<file path="src/hdl/rx_byte_fifo_with_line_fetch_macros.svh">
// Assertion macros used by the receive FIFO datapath.
// Each macro checks a property on the rising clock edge, disabled while in reset.
`ifndef RX_BYTE_FIFO_WITH_LINE_FETCH_MACROS_SVH
`define RX_BYTE_FIFO_WITH_LINE_FETCH_MACROS_SVH

// Property that must hold in the same cycle as its condition.
`define RBF_ASSERT_SAME(label, clk, rst, ante, cons, msg) \
  label: assert property (@(posedge clk) disable iff (rst) (ante) |-> (cons)) \
    else $error(msg);

// Property that must hold in the cycle after its condition.
`define RBF_ASSERT_NEXT(label, clk, rst, ante, cons, msg) \
  label: assert property (@(posedge clk) disable iff (rst) (ante) |=> (cons)) \
    else $error(msg);

`endif

</file>
<file path="src/hdl/rbf_pkg.sv">
// Shared types and constants for the receive byte FIFO with line fetch.
// No dependencies; every other file but the macro header takes its names by package scope.
`timescale 1ns / 1ps

package rbf_pkg;

  localparam int DEPTH_DEF   = 32;
  localparam int OP_W        = 3;
  localparam int BYTE_W      = 8;
  localparam int LEN_W       = 6;
  localparam int FILL_W      = 6;
  localparam int MAX_RESULTS = 32;

  localparam logic [BYTE_W-1:0] NEWLINE = 8'h0A;

  typedef enum logic [OP_W-1:0] {
    OP_PUSH  = 3'd0,
    OP_POP   = 3'd1,
    OP_FIND  = 3'd2,
    OP_LINE  = 3'd3,
    OP_CLEAR = 3'd4
  } opcode_t;

  typedef enum logic [2:0] {
    S_IDLE,
    S_DECODE,
    S_SCAN,
    S_LINE_RD,
    S_LINE_EMIT,
    S_OUT
  } state_t;

  typedef enum logic [1:0] {
    RES_PLAIN,
    RES_PUSH,
    RES_FIND,
    RES_BYTE
  } res_kind_t;

  typedef struct packed {
    logic      load_in;
    logic      do_push;
    logic      do_clear;
    logic      scan_start;
    logic      scan_step;
    logic      pop_step;
    logic      load_res;
    res_kind_t res_kind;
  } dp_cmd_t;

  typedef struct packed {
    logic [OP_W-1:0] op;
    logic            empty;
    logic            full;
    logic            len_small;
    logic            scan_hit;
    logic            scan_miss;
    logic            res_last;
  } dp_stat_t;

  typedef struct packed {
    logic [BYTE_W-1:0] out_byte;
    logic [LEN_W-1:0]  line_length;
    logic              found;
    logic              accepted;
    logic [FILL_W-1:0] fill_level;
    logic              is_full;
    logic              is_empty;
    logic              last;
  } rsp_t;

endpackage

</file>
<file path="src/hdl/rbf_ifs.sv">
// Valid/ready channel interfaces for FIFO requests and results.
// Depends on rbf_pkg for field widths.
`timescale 1ns / 1ps

interface rbf_req_if;
  logic                        valid;
  logic                        ready;
  logic [rbf_pkg::OP_W-1:0]    opcode;
  logic [rbf_pkg::BYTE_W-1:0]  data_byte;
  logic [rbf_pkg::BYTE_W-1:0]  search_byte;
  logic [rbf_pkg::LEN_W-1:0]   max_length;

  modport source (output valid, opcode, data_byte, search_byte, max_length, input ready);
  modport sink (input valid, opcode, data_byte, search_byte, max_length, output ready);
endinterface

interface rbf_rsp_if;
  logic                        valid;
  logic                        ready;
  logic [rbf_pkg::BYTE_W-1:0]  out_byte;
  logic [rbf_pkg::LEN_W-1:0]   line_length;
  logic                        found;
  logic                        accepted;
  logic [rbf_pkg::FILL_W-1:0]  fill_level;
  logic                        is_full;
  logic                        is_empty;
  logic                        last;

  modport source (output valid, out_byte, line_length, found, accepted, fill_level,
                  is_full, is_empty, last, input ready);
  modport sink (input valid, out_byte, line_length, found, accepted, fill_level,
                is_full, is_empty, last, output ready);
endinterface

</file>
<file path="src/hdl/rbf_datapath.sv">
// Datapath of the receive FIFO: byte memory, pointers, scan walker and result register.
// Depends on rbf_pkg and the assertion macro header.
`timescale 1ns / 1ps
`include "rx_byte_fifo_with_line_fetch_macros.svh"

module rbf_datapath #(
  parameter int DEPTH = rbf_pkg::DEPTH_DEF
) (
  input  logic                        clk,
  input  logic                        rst,
  input  rbf_pkg::dp_cmd_t            cmd,
  output rbf_pkg::dp_stat_t           stat,
  input  logic [rbf_pkg::OP_W-1:0]    opcode,
  input  logic [rbf_pkg::BYTE_W-1:0]  data_byte,
  input  logic [rbf_pkg::BYTE_W-1:0]  search_byte,
  input  logic [rbf_pkg::LEN_W-1:0]   max_length,
  output rbf_pkg::rsp_t               res
);

  localparam int IDX_W = (DEPTH > 1) ? $clog2(DEPTH) : 1;
  localparam int CNT_W = $clog2(DEPTH + 1);

  localparam logic [IDX_W-1:0] LAST_IDX = IDX_W'(DEPTH - 1);
  localparam logic [CNT_W-1:0] FULL_CNT = CNT_W'(DEPTH);

  // Byte store and its registered read port.
  logic [rbf_pkg::BYTE_W-1:0] mem [DEPTH];
  logic [rbf_pkg::BYTE_W-1:0] rd_data;
  logic [IDX_W-1:0]           rd_addr;

  // Latched request fields.
  logic [rbf_pkg::OP_W-1:0]   op;
  logic [rbf_pkg::BYTE_W-1:0] data;
  logic [rbf_pkg::BYTE_W-1:0] key;
  logic [rbf_pkg::LEN_W-1:0]  max_len;

  // FIFO state.
  logic [IDX_W-1:0] wr_idx;
  logic [IDX_W-1:0] rd_idx;
  logic [CNT_W-1:0] count;
  logic [CNT_W-1:0] count_next;

  // Scan walker and line pop counter.
  logic [IDX_W-1:0]          scan_pos;
  logic [CNT_W-1:0]          scan_left;
  logic                      cmp_valid;
  logic                      pop_vld;
  logic [rbf_pkg::LEN_W-1:0] pop_cnt;

  logic                       full;
  logic                       empty;
  logic                       do_write;
  logic                       do_pop;
  logic [rbf_pkg::BYTE_W-1:0] key_sel;
  logic [rbf_pkg::BYTE_W-1:0] pop_byte;
  logic [rbf_pkg::LEN_W-1:0]  limit;
  logic [7:0]                 count_wide;
  rbf_pkg::rsp_t              res_next;

  function automatic logic [IDX_W-1:0] wrap_inc(input logic [IDX_W-1:0] idx);
    return (idx == LAST_IDX) ? '0 : idx + 1'b1;
  endfunction

  assign full     = (count == FULL_CNT);
  assign empty    = (count == '0);
  assign do_write = cmd.do_push && !full;
  assign do_pop   = cmd.pop_step && !empty;
  assign key_sel  = (op == rbf_pkg::OP_LINE) ? rbf_pkg::NEWLINE : key;
  assign pop_byte = pop_vld ? rd_data : '0;

  // Pop limit is max_length minus one, capped at the result count limit.
  assign limit = (max_len > rbf_pkg::LEN_W'(rbf_pkg::MAX_RESULTS + 1)) ?
                 rbf_pkg::LEN_W'(rbf_pkg::MAX_RESULTS) : max_len - 1'b1;

  // Fill count after this cycle's update.
  always_comb begin
    count_next = count;
    if (cmd.do_clear) begin
      count_next = '0;
    end else if (do_write) begin
      count_next = count + 1'b1;
    end else if (do_pop) begin
      count_next = count - 1'b1;
    end
  end

  // Request capture.
  always_ff @(posedge clk) begin
    if (cmd.load_in) begin
      op      <= opcode;
      data    <= data_byte;
      key     <= search_byte;
      max_len <= max_length;
    end
  end

  // Pointers and fill count.
  always_ff @(posedge clk) begin
    if (rst) begin
      wr_idx <= '0;
      rd_idx <= '0;
      count  <= '0;
    end else begin
      count <= count_next;
      if (cmd.do_clear) begin
        wr_idx <= '0;
        rd_idx <= '0;
      end else begin
        if (do_write) begin
          wr_idx <= wrap_inc(wr_idx);
        end
        if (do_pop) begin
          rd_idx <= wrap_inc(rd_idx);
        end
      end
    end
  end

  // Memory write and registered read; the scan walker owns the read port while stepping.
  assign rd_addr = cmd.scan_step ? scan_pos : rd_idx;

  always_ff @(posedge clk) begin
    if (do_write) begin
      mem[wr_idx] <= data;
    end
    rd_data <= mem[rd_addr];
  end

  // Scan walker: one read issued per cycle, compared in the cycle after its issue.
  always_ff @(posedge clk) begin
    if (rst) begin
      scan_pos  <= '0;
      scan_left <= '0;
      cmp_valid <= 1'b0;
    end else if (cmd.scan_start) begin
      scan_pos  <= rd_idx;
      scan_left <= count;
      cmp_valid <= 1'b0;
    end else if (cmd.scan_step) begin
      if (scan_left != '0) begin
        scan_pos  <= wrap_inc(scan_pos);
        scan_left <= scan_left - 1'b1;
        cmp_valid <= 1'b1;
      end else begin
        cmp_valid <= 1'b0;
      end
    end
  end

  // Pop tracking for pop and line fetch.
  always_ff @(posedge clk) begin
    if (rst) begin
      pop_vld <= 1'b0;
      pop_cnt <= '0;
    end else if (cmd.load_in) begin
      pop_vld <= 1'b0;
      pop_cnt <= '0;
    end else if (cmd.pop_step) begin
      pop_vld <= !empty;
      pop_cnt <= pop_cnt + 1'b1;
    end
  end

  // Result formation.
  assign count_wide = 8'(count_next);

  always_comb begin
    res_next             = '0;
    res_next.fill_level  = count_wide[rbf_pkg::FILL_W-1:0];
    res_next.is_full     = (count_next == FULL_CNT);
    res_next.is_empty    = (count_next == '0);
    res_next.last        = 1'b1;
    case (cmd.res_kind)
      rbf_pkg::RES_PUSH: begin
        res_next.accepted = !full;
      end
      rbf_pkg::RES_FIND: begin
        res_next.found = stat.scan_hit;
      end
      rbf_pkg::RES_BYTE: begin
        res_next.out_byte = pop_byte;
        if (op == rbf_pkg::OP_LINE) begin
          res_next.line_length = pop_cnt;
          res_next.last        = (pop_byte == rbf_pkg::NEWLINE) || (pop_cnt == limit);
        end
      end
      default: begin
        res_next.last = 1'b1;
      end
    endcase
  end

  always_ff @(posedge clk) begin
    if (cmd.load_res) begin
      res <= res_next;
    end
  end

  // Status to the controller.
  always_comb begin
    stat           = '0;
    stat.op        = op;
    stat.empty     = empty;
    stat.full      = full;
    stat.len_small = (max_len <= rbf_pkg::LEN_W'(1));
    stat.scan_hit  = cmp_valid && (rd_data == key_sel);
    stat.scan_miss = (scan_left == '0) && !cmp_valid;
    stat.res_last  = res.last;
  end

  `RBF_ASSERT_SAME(a_count_bound, clk, rst, 1'b1, count <= FULL_CNT, "fill count above depth")
  `RBF_ASSERT_NEXT(a_pop_dec, clk, rst, cmd.pop_step && !empty && !cmd.do_clear, count == $past(count) - 1'b1, "pop did not reduce fill count")
  `RBF_ASSERT_NEXT(a_full_drop, clk, rst, cmd.do_push && full, $stable(count) && $stable(wr_idx), "push into full FIFO changed state")

endmodule

</file>
<file path="src/hdl/rbf_ctrl.sv">
// Controller state machine of the receive FIFO; sequences the datapath per request.
// Depends on rbf_pkg for the state, command and status types.
`timescale 1ns / 1ps

module rbf_ctrl (
  input  logic              clk,
  input  logic              rst,
  input  logic              req_valid,
  output logic              req_ready,
  output logic              rsp_valid,
  input  logic              rsp_ready,
  input  rbf_pkg::dp_stat_t stat,
  output rbf_pkg::dp_cmd_t  cmd
);

  rbf_pkg::state_t state;
  rbf_pkg::state_t state_next;

  always_ff @(posedge clk) begin
    if (rst) begin
      state <= rbf_pkg::S_IDLE;
    end else begin
      state <= state_next;
    end
  end

  // Next state.
  always_comb begin
    state_next = state;
    case (state)
      rbf_pkg::S_IDLE: begin
        if (req_valid) state_next = rbf_pkg::S_DECODE;
      end
      rbf_pkg::S_DECODE: begin
        case (stat.op)
          rbf_pkg::OP_POP: state_next = rbf_pkg::S_LINE_RD;
          rbf_pkg::OP_FIND: state_next = rbf_pkg::S_SCAN;
          rbf_pkg::OP_LINE: begin
            if (stat.empty || stat.len_small) begin
              state_next = rbf_pkg::S_OUT;
            end else if (stat.full) begin
              state_next = rbf_pkg::S_LINE_RD;
            end else begin
              state_next = rbf_pkg::S_SCAN;
            end
          end
          default: state_next = rbf_pkg::S_OUT;
        endcase
      end
      rbf_pkg::S_SCAN: begin
        if (stat.scan_hit) begin
          state_next = (stat.op == rbf_pkg::OP_FIND) ? rbf_pkg::S_OUT : rbf_pkg::S_LINE_RD;
        end else if (stat.scan_miss) begin
          state_next = rbf_pkg::S_OUT;
        end
      end
      rbf_pkg::S_LINE_RD: state_next = rbf_pkg::S_LINE_EMIT;
      rbf_pkg::S_LINE_EMIT: state_next = rbf_pkg::S_OUT;
      rbf_pkg::S_OUT: begin
        if (rsp_ready) begin
          state_next = stat.res_last ? rbf_pkg::S_IDLE : rbf_pkg::S_LINE_RD;
        end
      end
      default: state_next = rbf_pkg::S_IDLE;
    endcase
  end

  // Datapath commands and handshake outputs.
  always_comb begin
    cmd          = '0;
    cmd.res_kind = rbf_pkg::RES_PLAIN;
    req_ready    = 1'b0;
    rsp_valid    = 1'b0;
    case (state)
      rbf_pkg::S_IDLE: begin
        req_ready   = 1'b1;
        cmd.load_in = req_valid;
      end
      rbf_pkg::S_DECODE: begin
        case (stat.op)
          rbf_pkg::OP_PUSH: begin
            cmd.do_push  = 1'b1;
            cmd.load_res = 1'b1;
            cmd.res_kind = rbf_pkg::RES_PUSH;
          end
          rbf_pkg::OP_POP: begin
            cmd.load_res = 1'b0;
          end
          rbf_pkg::OP_FIND: begin
            cmd.scan_start = 1'b1;
          end
          rbf_pkg::OP_LINE: begin
            if (stat.empty || stat.len_small) begin
              cmd.load_res = 1'b1;
            end else if (!stat.full) begin
              cmd.scan_start = 1'b1;
            end
          end
          rbf_pkg::OP_CLEAR: begin
            cmd.do_clear = 1'b1;
            cmd.load_res = 1'b1;
          end
          default: begin
            cmd.load_res = 1'b1;
          end
        endcase
      end
      rbf_pkg::S_SCAN: begin
        cmd.scan_step = 1'b1;
        if (stat.op == rbf_pkg::OP_FIND) begin
          if (stat.scan_hit || stat.scan_miss) begin
            cmd.load_res = 1'b1;
            cmd.res_kind = rbf_pkg::RES_FIND;
          end
        end else if (!stat.scan_hit && stat.scan_miss) begin
          cmd.load_res = 1'b1;
        end
      end
      rbf_pkg::S_LINE_RD: begin
        cmd.pop_step = 1'b1;
      end
      rbf_pkg::S_LINE_EMIT: begin
        cmd.load_res = 1'b1;
        cmd.res_kind = rbf_pkg::RES_BYTE;
      end
      rbf_pkg::S_OUT: begin
        rsp_valid = 1'b1;
      end
      default: begin
        req_ready = 1'b0;
      end
    endcase
  end

endmodule

</file>
<file path="src/hdl/rx_byte_fifo_with_line_fetch.sv">
// Push, clear and a refused get line are answered from the decode state; pop reads one byte
// through the read and emit states. Find scans the stored bytes for the search byte.
// Get line scans for a newline (skipped when full); then each popped byte goes through
// the single memory read port; one request is in flight.
// A new request is taken the cycle after the last result transaction of the previous one.
// Synchronous active-high reset empties the FIFO; the byte memory is not cleared.
`timescale 1ns / 1ps

module rx_byte_fifo_with_line_fetch #(
  parameter int DEPTH = rbf_pkg::DEPTH_DEF
) (
  input  logic      clk,
  input  logic      rst,
  rbf_req_if.sink   req,
  rbf_rsp_if.source rsp
);

  rbf_pkg::dp_cmd_t  cmd;
  rbf_pkg::dp_stat_t stat;
  rbf_pkg::rsp_t     res;

  // Sequencing.
  rbf_ctrl u_ctrl (
    .clk       (clk),
    .rst       (rst),
    .req_valid (req.valid),
    .req_ready (req.ready),
    .rsp_valid (rsp.valid),
    .rsp_ready (rsp.ready),
    .stat      (stat),
    .cmd       (cmd)
  );

  // Storage and result formation.
  rbf_datapath #(
    .DEPTH (DEPTH)
  ) u_datapath (
    .clk         (clk),
    .rst         (rst),
    .cmd         (cmd),
    .stat        (stat),
    .opcode      (req.opcode),
    .data_byte   (req.data_byte),
    .search_byte (req.search_byte),
    .max_length  (req.max_length),
    .res         (res)
  );

  // Result register drives the output channel payload.
  assign rsp.out_byte    = res.out_byte;
  assign rsp.line_length = res.line_length;
  assign rsp.found       = res.found;
  assign rsp.accepted    = res.accepted;
  assign rsp.fill_level  = res.fill_level;
  assign rsp.is_full     = res.is_full;
  assign rsp.is_empty    = res.is_empty;
  assign rsp.last        = res.last;

endmodule
</file>
<file path="src/flat_wrapper.sv">
// flat-port wrapper written by rule: the top's interface ports become plain ports
module rx_byte_fifo_with_line_fetch_flat 
#(
  parameter int DEPTH = rbf_pkg::DEPTH_DEF
)
  (clk, rst, req_valid, req_opcode, req_data_byte, req_search_byte, req_max_length, req_ready, rsp_valid, rsp_out_byte, rsp_line_length, rsp_found, rsp_accepted, rsp_fill_level, rsp_is_full, rsp_is_empty, rsp_last, rsp_ready);
  rbf_req_if req_i ();
  rbf_rsp_if rsp_i ();
  input  logic clk;
  input  logic rst;
  input wire logic [$bits(req_i.valid)-1:0] req_valid;
  input wire logic [$bits(req_i.opcode)-1:0] req_opcode;
  input wire logic [$bits(req_i.data_byte)-1:0] req_data_byte;
  input wire logic [$bits(req_i.search_byte)-1:0] req_search_byte;
  input wire logic [$bits(req_i.max_length)-1:0] req_max_length;
  output wire logic [$bits(req_i.ready)-1:0] req_ready;
  output wire logic [$bits(rsp_i.valid)-1:0] rsp_valid;
  output wire logic [$bits(rsp_i.out_byte)-1:0] rsp_out_byte;
  output wire logic [$bits(rsp_i.line_length)-1:0] rsp_line_length;
  output wire logic [$bits(rsp_i.found)-1:0] rsp_found;
  output wire logic [$bits(rsp_i.accepted)-1:0] rsp_accepted;
  output wire logic [$bits(rsp_i.fill_level)-1:0] rsp_fill_level;
  output wire logic [$bits(rsp_i.is_full)-1:0] rsp_is_full;
  output wire logic [$bits(rsp_i.is_empty)-1:0] rsp_is_empty;
  output wire logic [$bits(rsp_i.last)-1:0] rsp_last;
  input wire logic [$bits(rsp_i.ready)-1:0] rsp_ready;
  assign req_i.valid = req_valid;
  assign req_i.opcode = req_opcode;
  assign req_i.data_byte = req_data_byte;
  assign req_i.search_byte = req_search_byte;
  assign req_i.max_length = req_max_length;
  assign req_ready = req_i.ready;
  assign rsp_valid = rsp_i.valid;
  assign rsp_out_byte = rsp_i.out_byte;
  assign rsp_line_length = rsp_i.line_length;
  assign rsp_found = rsp_i.found;
  assign rsp_accepted = rsp_i.accepted;
  assign rsp_fill_level = rsp_i.fill_level;
  assign rsp_is_full = rsp_i.is_full;
  assign rsp_is_empty = rsp_i.is_empty;
  assign rsp_last = rsp_i.last;
  assign rsp_i.ready = rsp_ready;
  rx_byte_fifo_with_line_fetch #(.DEPTH(DEPTH)) u_core (.clk(clk), .rst(rst), .req(req_i), .rsp(rsp_i));
endmodule
</file>
<file path="config.mk">
export PLATFORM = sky130hd
export DESIGN_NAME = rx_byte_fifo_with_line_fetch_flat
export DESIGN_NICKNAME = d
export VERILOG_FILES = /design/src/hdl/rbf_pkg.sv /design/src/hdl/rbf_ifs.sv /design/src/hdl/rbf_datapath.sv /design/src/hdl/rbf_ctrl.sv /design/src/hdl/rx_byte_fifo_with_line_fetch.sv /design/src/flat_wrapper.sv
export VERILOG_INCLUDE_DIRS = /design/src /design/src/hdl
export SDC_FILE = /design/constraint.sdc
export NUM_CORES = 1
export LEC_CHECK = 0
export BUFFER_PORTS_ARGS = -buffer_cell sky130_fd_sc_hd__clkbuf_2
export CAP_MARGIN = 20
export CORE_MARGIN = 8
export CORE_UTILIZATION = 35
export CTS_BUF_LIST = sky130_fd_sc_hd__clkbuf_4
export DETAILED_ROUTE_END_ITERATION = 10
export PLACE_DENSITY = 0.56
export SYNTH_ARGS = -nofsm -noshare
export SYNTH_HDL_FRONTEND = slang
export SYNTH_SLANG_ARGS = --single-unit
</file>
<file path="constraint.sdc">
create_clock -name clk -period 5.43 [get_ports clk]
set_input_delay 0.2715 -clock clk [delete_from_list [all_inputs] [get_ports clk]]
set_output_delay 0.2715 -clock clk [all_outputs]
set_load 0.05 [all_outputs]
</file>
**Yosys cells after proc, flatten, opt, wreduce, memory -nomap -nowiden**

Memories as Yosys holds them, arrays and structs flattened. A register that Yosys moved wholly into a read port is not among the register bits.
Cells that the tools add are included.

- Word-level logic and storage cells: 130
- Memories kept: 1
- Bits of input ports: 29
- Bits in writable memories: 256
- Flip-flop bits (word level): 88

Memory list:

| name | depth | width | rd ports | clocked after memory_dff | write ports | line | text |
|---|---|---|---|---|---|---|---|
| u_core.u_datapath.mem | 32 | 8 | 1 | 1 | 1 | rbf_datapath.sv:27 | `logic [rbf_pkg::BYTE_W-1:0] mem [DEPTH];` |

- Reductions and logical operators: 27
- Add/subtract/negate cells: 8
- $lt $le $gt $ge: 2
- Eq/ne operators: 23
- Muxes and demuxes: 48

Operators with widths:

| operator | number |
|---|---|
| $mux 6 | 7 |
| $mux 5 | 7 |
| $mux 3 | 8 |
| $logic_not 6->1 | 3 |
| $pmux 3 s3 | 2 |
| $pmux 3 s6 | 1 |
| $sub 6x1->6 const B | 3 |
| $mux 1 | 17 |
| $mux 8 | 2 |
| $add 5x1->5 const B | 3 |
| $eq 5x5->1 const B | 3 |
| $add 6x1->6 const B | 2 |
| $eq 3x2->1 const B | 4 |
| $eq 6x6->1 const B | 2 |
| $eq 3x3->1 const B | 3 |
| $eq 8x4->1 const B | 1 |
| $eq 8x8->1 | 1 |
| $reduce_or 2->1 | 4 |
| $eq 3x1->1 const B | 2 |
| $eq 6x6->1 | 1 |
| $gt 6x6->1 const B | 1 |
| $le 6x1->1 const B | 1 |
| $logic_not 3->1 | 2 |
| $reduce_bool 6->1 | 1 |
| 12 further kinds | 27 |

**Longest topological paths before layout**

Gate-level depths: netlist (run 1).

- Depth in word-level cells: 11
- Depth in mapped cells: 10
- Gate-level depth less buffers: 9

**Hierarchy**

Synthesis (run 1) repeated with hierarchy kept, for this count alone.

- Cell total of the unflattened synthesis: 1187
- Area total of the unflattened synthesis: 15509.9 µm²

By module, submodules not included:

| module | area each (µm²) | times used | cells each |
|---|---|---|---|
| rbf_datapath | 15098.2 | 1 | 1133 |
| rbf_ctrl | 411.6 | 1 | 54 |

**Worst setup path after synthesis (run 1)**

OpenSTA, ideal clock, no wires.

- Kind: reg-to-reg
- Start: register u_core.u_datapath.op[0] (netlist bit)
- End: register, netlist name u_core.u_datapath.res[0]
- Setup time: 0.442 ns
- Slack: 1.368 ns
- Arrival time: 3.620 ns
- Buffers on the path: 1
- Stages on the path, launching flop included: 8
- Period minus slack after synthesis: 4.062 ns
- Path through: edfxtp_1 clkbuf_1 nand3b_1 mux2_2 o21ai_0 nor4b_1 a21oi_1 o21ai_0

RTL lines:

| element | line | text |
|---|---|---|
| start: declaration | rbf_datapath.sv:32 | `logic [rbf_pkg::OP_W-1:0] op;` |
| start signal: assignment | rbf_datapath.sv:90 | `op <= opcode;` |

**Final worst setup path (run 1)**

- Start: register u_core.u_ctrl.state[1]
- End: register u_core.u_datapath.rd_data[7] (netlist bit) (read register of u_core.u_datapath.mem)

- Cells in the longest elaborated chain, start to end: 3

RTL lines:

| element | line | text |
|---|---|---|
| start: declaration | rbf_ctrl.sv:16 | `rbf_pkg::state_t state;` |
| start signal: assignment | rbf_ctrl.sv:21 | `state <= rbf_pkg::S_IDLE;` |
| start signal: assignment | rbf_ctrl.sv:23 | `state <= state_next;` |
| $eq 3x2->1 | rbf_ctrl.sv:74 | `case (state)` |
| $mux 1 | rbf_ctrl.sv:74 |  |
| $mux 5 | rbf_datapath.sv:120 | `assign rd_addr = cmd.scan_step ? scan_pos : rd_idx;` |
| end: declaration | rbf_datapath.sv:28 | `logic [rbf_pkg::BYTE_W-1:0] rd_data;` |

No other way between the ends.
A chain may end at the register's enable or synchronous reset.

==> metrics.txt, run 1 <==
run status=completed; Max-Cap Viols=0; top metal layer carrying routed signals=met5; number of nets with antenna violations after detailed routing=0; count of unresolved DRC violations after routing=0; iteration count of the initial detailed-routing pass=5; wire length after detailed routing=~39 mm; syn_area_per_cell=about 14 µm²; number of enable flip-flop cells after synthesis=306; die width=225 µm; wire length of the first global-routing pass=a little under 60 mm; TritonCTS clock tree=yes; Clock Path Buffers=3; master of the slowest instance on the critical path=nor4_1; most common cell after layout, fill and taps aside=edfxtp_1; number of clock buffers inserted by TritonCTS=89; VDD IR max=approximately 0.17 mV; CP Data Arrival Time=4.52 ns; power share of the clock group=38.4%; Crit. End Element=register; Synth Flop Type=edfxtp_1; Slew Limit Fails=0; worst-margin pin slew=1.10 ns; number of antenna violations at the first check in global routing=3; Post-layout nets=1289; H-tree depth reported by CTS=3; warnings from Yosys=0; total congestion overflow=0; number of hold violations in the final report=0; input/output buffers=55; commonest cells after routing, fill and taps aside=306 x edfxtp_1, 135 x clkbuf_4, 93 x nand2_1, 91 x nor2_1, 71 x mux2i_1; synthesis-to-finish area growth=15.5%; last weighted congestion value of the routability-driven placer=0.846; total global-route track usage=about 15%; maximum net fanout on the critical path=24; first-iteration detailed-routing DRC count=approximately 850; largest net degree at the start of global routing=59; cell family contributing the most delay on the critical path=simple AND/OR/NAND/NOR gates; clock latency on the worst-skew pair=0.79 ns; Placement Cell Area=between 15000 and 20000 µm²; internal power contribution=0.00431 W; quantity of gates resized following cts=0; WL met3=2.43 mm; final critical delay including setup and external delays=3.83 ns; Largest stage delay, worst path=0.80 ns; worst-case setup margin in the final layout=about 1.6 ns; Chip Height=between 200 and 250 µm; total length of routed met2 wires=18.7 mm; Detailed Place HPWL=25.3 mm; number of clock sinks seen by CTS=352; DR WL/cell=20.3 µm; post-synthesis sequential area ratio=66.4%; total number of placement rows=76; effective utilization at floorplan=a little over a third; crit share post-route=70.6%; count of vias placed by the detailed router=~10000; Clock Skew=0.0618 ns; total power per unit cell area=329 nW/µm²; net count of the mapped netlist=1157; detailed-route wire length on metal 1=16.6 mm; startpoint kind of the worst setup timing path=register; number of library cell types mapped by synthesis=78; critical path data required time=6.12 ns; post-placement worst setup slack=approximately 1.6 ns; vias in the first global route=10200; routed vias/inst=5.22; portion of total power attributed to sequential cells=53.8%; class of the tightest hold or removal check=primary input to register; number of standard cells in the final layout excluding fillers=1902; Final Instance Area=17600 µm²; Pleak=about 6 nW; timing-limited maximum frequency=approximately 260 MHz; Ports=56; final setup vio count=0; clk slew on worst S/H paths=0.07 ns; Switching Share=25.4%; RSZ-0062 raised after global routing=no; register bit total from synthesis=352; Worst slew margin=26.3%; sum of negative setup slack=0 ns; share of synthesized registers carrying an async set or reset=0%; net switching component of the power=about 0.0015 W; post-synthesis instance area=roughly 15000 µm²; CTS root buf=clkbuf_4; area inside the core boundary=between 40000 and 50000 µm²; power share of the combinational group=under 10%; CP Cell Sequence=or3b_2 -> buf_4 -> mux2i_1 -> a2111oi_0 -> nor4_1 -> nand4_1 -> nor3_1; WS Path Type=register to register; Post-Place Cells=1710; Total Die Area=50500 µm²; number of instances in the synthesized netlist=approximately 1100; share of layout cells above drive strength 1=20.5%; Buffers & Inverters on Critical Path=1
## synthesized netlist by cell type, types with 3 or more instances
master	instances	share of area [%]
a2111oi_0	12	0.69
a211oi_1	23	1.1
a21o_1	4	0.20
a21oi_1	46	1.5
a22oi_1	5	0.25
a31oi_1	6	0.25
a32oi_1	16	0.92
and2_1	11	0.45
and3_1	14	0.57
buf_1	3	0.074
buf_2	14	0.46
buf_4	3	0.15
buf_6	3	0.22
clkbuf_1	36	0.89
dfxtp_1	46	6.0
edfxtp_1	306	60
ha_1	16	1.3
inv_1	34	0.84
mux2_2	6	0.44
mux2i_1	72	4.7
mux4_2	24	3.5
nand2_1	93	2.3
nand2b_1	8	0.33
nand3_1	26	0.85
nand3b_1	9	0.44
nand4_1	9	0.37
nor2_1	91	2.2
nor2b_1	4	0.16
nor3_1	32	1.1
nor3b_1	7	0.34
nor4_1	6	0.25
nor4b_1	4	0.23
o211ai_1	3	0.15
o21ai_0	23	0.76
o221ai_1	3	0.17
o22ai_1	9	0.37
o311ai_0	3	0.17
o32ai_1	3	0.17
o41ai_1	3	0.17
or3_1	6	0.25
or4_1	3	0.15
xnor2_1	16	0.92
xor2_1	6	0.34
## power by group through the flow
| stage | clock (W) | combinational (W) | sequential, W |
|---|---|---|---|
| CTS | 0.00228 | 0.000444 | 0.00312 |
| global route | 0.00241 | 0.000483 | 0.00312 |
| floorplan | 0 | 0.000172 | 0.00328 |
| global placement | 0 | 0.000414 | 0.00318 |
| finish | 0.00222 | 0.000449 | 0.00312 |
| detailed placement | 0 | 0.000428 | 0.00318 |
## area by class of cell
type / count / area [µm²]
sequential: 352 / 10100
inverter: 35 / 131
clock inverter: 26 / 123
tap: 585 / 732
clock buffer: 135 / 1010
multi-input combinational: 666 / 4760
antenna: 3 / 7.51
timing repair buffer: 100 / 721
fill: 4045 / 25400
## state kept, by name, summed over array words and instances, names as in the netlist
signal	flops
u_core.u_datapath.mem	256
u_core.u_datapath.res	25
u_core.u_datapath.data	8
u_core.u_datapath.key	8
u_core.u_datapath.rd_data	8
u_core.u_datapath.count	6
u_core.u_datapath.max_len	6
u_core.u_datapath.pop_cnt	6
u_core.u_datapath.scan_left	6
u_core.u_datapath.rd_idx	5
u_core.u_datapath.scan_pos	5
u_core.u_datapath.wr_idx	5
u_core.u_ctrl.state	3
u_core.u_datapath.op	3
u_core.u_datapath.cmp_valid	1
u_core.u_datapath.pop_vld	1
## final timing paths
path | start | cells after the start | slack, ns | end
max | u_core.u_ctrl.state[1] | 7 | 1.60 | u_core.u_datapath.rd_data[7]
min | req_valid | 5 | 0.09 | u_core.u_ctrl.state[0]
max reg2reg | u_core.u_ctrl.state[1] | 7 | 1.60 | u_core.u_datapath.rd_data[7]
min reg2reg | u_core.u_datapath.scan_left[5] | 2 | 0.52 | u_core.u_datapath.scan_left[5]
## timing repair
action | in CTS | in global routing
buffers inserted | 0 | 0
hold endpoints to repair | 38 | 0
hold buffers | 27 | 0
## worst min-delay path: stages
cell      delay, ns
clkbuf_2       0.09
or3_1          0.13
o211a_1        0.15
o21ai_0        0.07
o21ai_0        0.12
## cell families (layout without fill, tap and decap cells)
logic type | after synthesis | in the layout | synth area share [%]
and+or+nand+nor | 340 | 340 | 11.1
xor gates and xnor gates | 22 | 22 | 1.26
other | 0 | 3 | 0
muxes | 103 | 103 | 8.87
AOI/OAI and AO/OA | 185 | 185 | 8.46
buffers and inverters | 94 | 296 | 2.65
adders and majority gates | 16 | 16 | 1.31
DFF | 352 | 352 | 66.4
## metrics by stage
stage	total power, W	hold slack [ns]	utilization (%)
final	0.00579	0.0930	40.9
after global routing	0.00602	0.0912	40.9
after CTS	0.00585	0.0465	40.9
after detailed placement	0.00361	0.450	37.6
after global placement	0.00360	0.449	37.5
after floorplan	0.00345	0.350	-
## metal layers
metal	vias up	track usage (%)
met3	71	4.10
met5	-	0
met1	4937	18.8
li1	4608	-
met2	308	25.4
met4	2	5.85
(Power assumes the default switching activity.)
==> run 2: changes to the inputs <==
==> constraint.sdc (replaced) <==
create_clock -name clk -period 3.6 [get_ports clk]
set_input_delay 0.18 -clock clk [delete_from_list [all_inputs] [get_ports clk]]
set_output_delay 0.18 -clock clk [all_outputs]
set_load 0.05 [all_outputs]
==> run 2 against run 1 <==
- worst hold slack improved by 0.0085 ns
- sequential power increased by 49%
- via count increased by 3.3%
- first-iteration DRC count decreased by 7.7%
- die area unchanged
- largest cell class unchanged
==> metrics.txt, run 2 (synthesis results as in run 1) <==
run status=completed; count of unresolved DRC violations after routing=0 (unchanged); number of clock buffers inserted by TritonCTS=90 (+1.1%); number of nets with antenna violations after detailed routing=0 (unchanged); Largest register FFs=256 (unchanged); Detailed Place HPWL=26.5 mm (+4.7%); startpoint kind of the worst setup timing path=register; path depth of the worst reg2reg path=7 (unchanged); WS Path Type=register to register; Worst slew margin=42.3% (+16 points); largest registers=u_core.u_datapath.mem (256), u_core.u_datapath.res (25); CTS root buf=clkbuf_4; routed vias/inst=5.28 (+1.2%); Crit. End Element=register; critical path data required time=4.27 ns (-1.85 ns); Reg2Reg Launch Point=u_core.u_ctrl.state[1]; sum of internal, switching and leakage power=0.00879 W (+52%); effective utilization at floorplan=35.4% (unchanged); wire length of the first global-routing pass=62.1 mm (+5.0%); area inside the core boundary=43000 µm² (unchanged); share of layout cells above drive strength 1=22.3% (+1.9 points); clock latency on the worst-skew pair=0.79 ns (about the same); Max-Cap Viols=0 (unchanged); iteration count of the initial detailed-routing pass=5 (unchanged); Ports=56 (unchanged); worst hold path endpoint=u_core.u_datapath.data[2]; class of the tightest hold or removal check=primary input to register; total power per unit cell area=491 nW/µm² (+49%); Clock Path Buffers=3 (unchanged); largest net degree at the start of global routing=33 (-44%); sum of negative setup slack=0 ns (unchanged); maximum net fanout on the critical path=31 (+29%); reg-to-reg endpoint=u_core.u_datapath.rd_data[7]; Clock Skew=0.0796 ns (+0.0178 ns); wire length after detailed routing=40.6 mm (+4.9%); timing-limited maximum frequency=331 MHz (+27%); last weighted congestion value of the routability-driven placer=0.838 (-1.0%); vias in the first global route=10200 (+0.088%); Total Die Area=50500 µm² (unchanged); Post-layout nets=1326 (+2.9%); Biggest register=u_core.u_datapath.mem; TritonCTS clock tree=yes; total global-route track usage=16.2% (+0.94 points); most common cell after layout, fill and taps aside=edfxtp_1; Pleak=6.24 nW (+3.6%); Chip Height=225 µm (unchanged); number of hold violations in the final report=0 (unchanged); R2R Setup Slk=0.58 ns (-1.02 ns); total number of placement rows=76 (unchanged); worst-margin pin slew=0.859 ns (-0.243 ns); crit share post-route=83.9% (+13 points); final setup vio count=0 (unchanged); input/output buffers=55 (unchanged); DR WL/cell=20.9 µm (+2.8%); cell depth of the worst min-delay path=2 (-3); quantity of gates resized following cts=0 (unchanged); final critical delay including setup and external delays=3.02 ns (-0.811 ns); Slew Limit Fails=0 (unchanged); CP Data Arrival Time=3.69 ns (-0.83 ns); commonest cells after routing, fill and taps aside=306 x edfxtp_1, 135 x clkbuf_4, 93 x nand2_1, 91 x nor2_1, 71 x mux2i_1; clk slew on worst S/H paths=0.07 ns (about the same); number of clock sinks seen by CTS=352 (unchanged); VDD IR max=0.243 mV (+47%); count of vias placed by the detailed router=10300 (+3.3%); die width=225 µm (unchanged); first-iteration detailed-routing DRC count=780 (-7.7%); number of antenna violations at the first check in global routing=3 (unchanged); RSZ-0062 raised after global routing=no; H-tree depth reported by CTS=3 (unchanged); total congestion overflow=0 (unchanged); synthesis-to-finish area growth=17.6%; hold path start=req_data_byte[2]
==> run 2: area by class of cell <==
type | instances | area, µm²
diodes | 1 | 2.50
clock buffers | 135 | 1010
clock inverters | 32 | 144
fillers | 4035 | 25100
inverters | 35 | 131
multi-input cells | 666 | 4750
flip-flops and latches | 352 | 10100
well taps | 585 | 732
repair buffers | 136 | 1030
==> run 2: worst max-delay path by stage <==
stage	slack [ns]	startpoint	endpoint	cells past startpoint
floorplan	0.21	u_core.u_datapath.op[0]	u_core.u_datapath.res[0]	7
global placement	0.59	u_core.u_ctrl.state[0]	u_core.u_datapath.mem[21][1]	6
detailed placement	0.57	u_core.u_datapath.count[0]	u_core.u_datapath.mem[21][1]	7
CTS	0.54	u_core.u_datapath.count[0]	u_core.u_datapath.mem[21][5]	7
global route	0.39	u_core.u_datapath.op[0]	u_core.u_ctrl.state[0]	8
finish	0.58	u_core.u_ctrl.state[1]	u_core.u_datapath.rd_data[7]	7
==> run 2: report_power, final <==
group / internal (W) / leakage, nW / switching (W) / total [W]
clock: 0.00173 / 0.702 / 0.00166 / 0.00339
combinational: 0.000195 / 2.39 / 0.000538 / 0.000733
sequential: 0.00460 / 3.15 / 0.0000653 / 0.00466
total: 0.00653 / 6.24 / 0.00226 / 0.00879
==> run 2: repair_timing <==
| item | in CTS | in global routing |
|---|---|---|
| hold buffers | 33 | 0 |
| hold endpoints to repair | 48 | 0 |
| setup buffers | 0 | 0 |
==> run 2: metal layers <==
layer | vias to the layer above | part of all wire [%] | wire length (µm) | GRT usage [%]
met5 | - | 0.020 | 8 | 0
met4 | 2 | 2.6 | 1040 | 6.56
met3 | 69 | 7.6 | 3100 | 4.17
met2 | 415 | 46 | 18800 | 25.4
met1 | 5054 | 43 | 17600 | 21.2
li1 | 4714 | - | - | -
==> run 2: worst max-delay path, cell delays in order, from the launching register on <==
cell and delay [ns]:
dfxtp_1 0.33, or3b_2 0.78, a21oi_4 0.47, buf_12 0.28, mux4_2 0.55, a2bb2oi_1 0.15, a21oi_1 0.26, nor3_1 0.09
==> run 2: metrics by stage <==
stage                     std cells  util [%]  instance area (µm²)  hold WS (ns)  setup WS [ns]
after floorplan                1112         -                15200         0.258          0.207
after global placement         1741      38.2                16400         0.358          0.587
after detailed placement       1741      38.2                16400         0.359          0.566
after CTS                      1941      41.7                17900      0.000428          0.537
after global routing           1942      41.7                17900        0.0440          0.393
final                          1942      41.7                17900         0.101          0.579
==> run 3: changes to the inputs <==
--- a/config.mk
+++ b/config.mk
@@ -6,13 +6,14 @@
 export SDC_FILE = /design/constraint.sdc
 export NUM_CORES = 1
 export LEC_CHECK = 0
+export ABC_AREA = 1
 export BUFFER_PORTS_ARGS = -buffer_cell sky130_fd_sc_hd__clkbuf_2
 export CAP_MARGIN = 20
 export CORE_MARGIN = 8
 export CORE_UTILIZATION = 35
 export CTS_BUF_LIST = sky130_fd_sc_hd__clkbuf_4
 export DETAILED_ROUTE_END_ITERATION = 10
-export PLACE_DENSITY = 0.56
+export PLACE_DENSITY = 0.58
 export SYNTH_ARGS = -nofsm -noshare
 export SYNTH_HDL_FRONTEND = slang
 export SYNTH_SLANG_ARGS = --single-unit
==> constraint.sdc (replaced) <==
create_clock -name clk -period 2.7 [get_ports clk]
set_input_delay 0.135 -clock clk [delete_from_list [all_inputs] [get_ports clk]]
set_output_delay 0.135 -clock clk [all_outputs]
set_load 0.05 [all_outputs]
==> run 3 against run 2 <==
- global-route usage down 0.92 points
- sequential cell count did not move
- fmax rose by 22%
- via count increased by 6.2%
- sequential power up 40%
- total power is 46% higher
- largest cell class unchanged
- highest routed layer is now met4
==> metrics.txt, run 3 <==
warnings from Yosys=0 (unchanged); TritonCTS clock tree=yes; Largest stage delay, worst path=0.58 ns (-0.20 ns); number of instances in the synthesized netlist=1398 (+26%); syn_area_per_cell=10.8 µm² (-21%); H-tree depth reported by CTS=3 (unchanged); Slew Limit Fails=0 (unchanged); most common cell after layout, fill and taps aside=nand2_1; Placement Cell Area=16300 µm² (-0.58%); power share of the clock group=35.4% (-3.2 points); share of layout cells above drive strength 1=18.6% (-3.8 points); share of Yosys cell area claimed by the top area cell type=60.8% (+0.48 points); Detailed Place HPWL=24.3 mm (-8.4%); Synth Area in XOR/XNOR=0.811% (-0.45 points); Clock Path Buffers=3 (unchanged); combinational family with the most area after synthesis=simple AND/OR/NAND/NOR gates; CP Data Arrival Time=3.09 ns (-0.60 ns); largest net degree at the start of global routing=80 (+140%); number of diodes added for antenna fixing=0 (-1); portion of total power attributed to sequential cells=50.8% (-2.3 points); Biggest register=u_core.u_datapath.mem; dominant cells by area after synthesis=edfxtp_1 61%, nand2_1 9.8%, dfxtp_1 6.1%; total number of placement rows=76 (unchanged); number of antenna violations at the first check in global routing=0 (-3); cell family contributing the most delay on the critical path=simple AND/OR/NAND/NOR gates; DR WL/cell=17.3 µm (-17%); share of synthesized registers carrying an async set or reset=0% (unchanged); final setup vio count=0 (unchanged); clk slew on worst S/H paths=0.07 ns (about the same); clock latency on the worst-skew pair=0.73 ns (-0.06 ns); Post-Place Cells=2049 (+18%); die width=224 µm (-0.37%); sum of internal, switching and leakage power=0.0128 W (+46%); Switching Share=28.4% (+2.6 points); count of unresolved DRC violations after routing=0 (unchanged); Max-Cap Viols=0 (unchanged); last weighted congestion value of the routability-driven placer=0.841 (+0.41%); class of the tightest hold or removal check=primary input to register; WS Path Type=register to register; post-synthesis sequential area ratio=66.9% (+0.53 points); number of nets with antenna violations after detailed routing=0 (unchanged); Worst slew margin=57.6% (+15 points); input/output buffers=55 (unchanged); number of library cell types mapped by synthesis=39 (-50%); multiplexer fraction of the synthesized cell area=0% (-8.9 points); commonest cells after routing, fill and taps aside=396 x nand2_1, 306 x edfxtp_1, 152 x nor2_1, 142 x clkbuf_4, 79 x nand3_1; run status=completed; share of synthesized cell area in and, or, nand and nor gates=18.2% (+7.1 points); timing-limited maximum frequency=406 MHz (+22%); sum of negative setup slack=0 ns (unchanged); Total Die Area=50100 µm² (-0.73%); net count of the mapped netlist=1443 (+25%); total power per unit cell area=719 nW/µm² (+47%); effective utilization at floorplan=35.2% (-0.20 points); Crit. End Element=register; number of clock sinks seen by CTS=352 (unchanged); vias in the first global route=10900 (+5.9%); adder-cell area share of the yosys netlist=1.32% (+0.010 points); number of hold violations in the final report=0 (unchanged); Final Instance Area=17800 µm² (-0.40%); total congestion overflow=0 (unchanged); synthesized-area fraction occupied by ao, oa, aoi and oai cells=8.12% (-0.34 points); CTS root buf=clkbuf_4; Chip Height=224 µm (-0.37%); synthesis-to-finish area growth=18.1%; internal power contribution=0.00919 W (+41%); master of the slowest instance on the critical path=dlygate4sd3_1; wire length of the first global-routing pass=60.6 mm (-2.5%); worst hold margin=0.132 ns (+0.0309 ns); power share of the combinational group=13.7% (+5.4 points); worst-margin pin slew=0.634 ns (-0.225 ns); net switching component of the power=0.00364 W (+61%); VDD IR max=0.396 mV (+63%); routed vias/inst=4.84 (-8.3%); area inside the core boundary=42900 µm² (-0.22%); critical path data required time=3.32 ns (-0.95 ns); number of standard cells in the final layout excluding fillers=2250 (+16%); most frequent cell on the critical path=nand2_1; iteration count of the initial detailed-routing pass=8 (+3); RSZ-0062 raised after global routing=no; wire length after detailed routing=38.8 mm (-4.3%); crit share post-route=91.3% (+7.4 points); Pleak=6.83 nW (+9.5%); Clock Skew=0.0654 ns (-0.0142 ns); Buffers & Inverters on Critical Path=3 (+2); total global-route track usage=15.3% (-0.92 points); maximum net fanout on the critical path=8 (-74%); Post-layout nets=1634 (+23%); register bit total from synthesis=352 (unchanged); number of clock buffers inserted by TritonCTS=91 (+1.1%); final critical delay including setup and external delays=2.47 ns (-0.555 ns); CP Cell Sequence=inv_2 -> nand3_4 -> nand2_1 -> xor2_1 -> nand2_1 -> nor2_1 -> nand2_1 -> nand3_1 -> nand2_1 -> inv_2 -> nand2_1 -> a21oi_1 -> dlygate4sd3_1; startpoint kind of the worst setup timing path=register; largest registers=u_core.u_datapath.mem (256), u_core.u_datapath.res (25); R2R Setup Slk=0.23 ns (-0.35 ns); Synth Flop Type=edfxtp_1; count of vias placed by the detailed router=10900 (+6.2%); Ports=56 (unchanged); first-iteration detailed-routing DRC count=984 (+26%); number of enable flip-flop cells after synthesis=306 (unchanged); post-synthesis instance area=15100 µm² (-0.79%); cell with the most instances after synthesis=nand2_1; largest area contributor in the synthesized netlist=edfxtp_1; most used standard cells in the synthesized netlist=396 x nand2_1, 306 x edfxtp_1, 153 x nor2_1, 79 x nand3_1, 72 x inv_1; Largest register FFs=256 (unchanged)
==> run 3: cell types whose count changed after synthesis, moves of 24 or more <==
cell      change
nand2_1     +303
mux2i_1      -72
o211ai_1     +63
nor2_1       +62
nand3_1      +53
inv_1        +38
o21ai_0      +31
o21ai_1      +31
mux4_2       -24
==> run 3: area by class of cell <==
class	instances	area [µm²]
inverter	81	307
tap	585	732
timing repair buffer	155	1180
clock inverter	27	121
sequential	352	10100
fill	4089	25000
multi-input combinational	908	4330
clock buffer	142	1070
==> run 3: final timing paths <==
path | start | to | cells after the start
max | u_core.u_datapath.op[2] | u_core.u_ctrl.state[2] | 13
max reg2reg | u_core.u_datapath.op[2] | u_core.u_ctrl.state[2] | 13
min | req_data_byte[0] | u_core.u_datapath.data[0] | 2
min reg2reg | u_core.u_datapath.pop_cnt[2] | u_core.u_datapath.pop_cnt[2] | 2
==> run 3: stage by stage <==
step / util, % / worst slack, ns
after floorplan: - / 0.250
after global placement: 38.1 / 0.220
after detailed placement: 38.1 / 0.194
after CTS: 41.5 / 0.0441
after global routing: 41.6 / 0.0154
final: 41.6 / 0.234
==> run 3: repair_timing <==
action	CTS	global route
resized for setup	0	2
setup endpoints to repair	0	6
setup buffers	0	1
hold endpoints to repair	48	0
hold buffers	30	0
==> run 3: metal layers <==
metal,vias to the layer above,global-route usage [%],share of wire (%)
li1,5278,-,-
met1,5158,20.6,45
met2,392,24.6,47
met3,62,3.07,6.8
met4,0,4.72,1.8
met5,-,0,0
==> run 3: power groups by stage <==
stage | combinational, W | clock, W | sequential [W]
global route | 0.00190 | 0.00495 | 0.00655
finish | 0.00176 | 0.00455 | 0.00652
floorplan | 0.000624 | 0 | 0.00711
CTS | 0.00177 | 0.00467 | 0.00652
global placement | 0.00171 | 0 | 0.00663
detailed placement | 0.00172 | 0 | 0.00663
==> run 3: kinds of logic (layout without fill, tap and decap cells) <==
kind of cell / count (synthesis) / count (layout)
compound gates: 204 / 204
xor+xnor: 14 / 14
fa+ha+maj: 16 / 16
buf+inv: 139 / 405
flops: 352 / 352
simple gates: 673 / 674
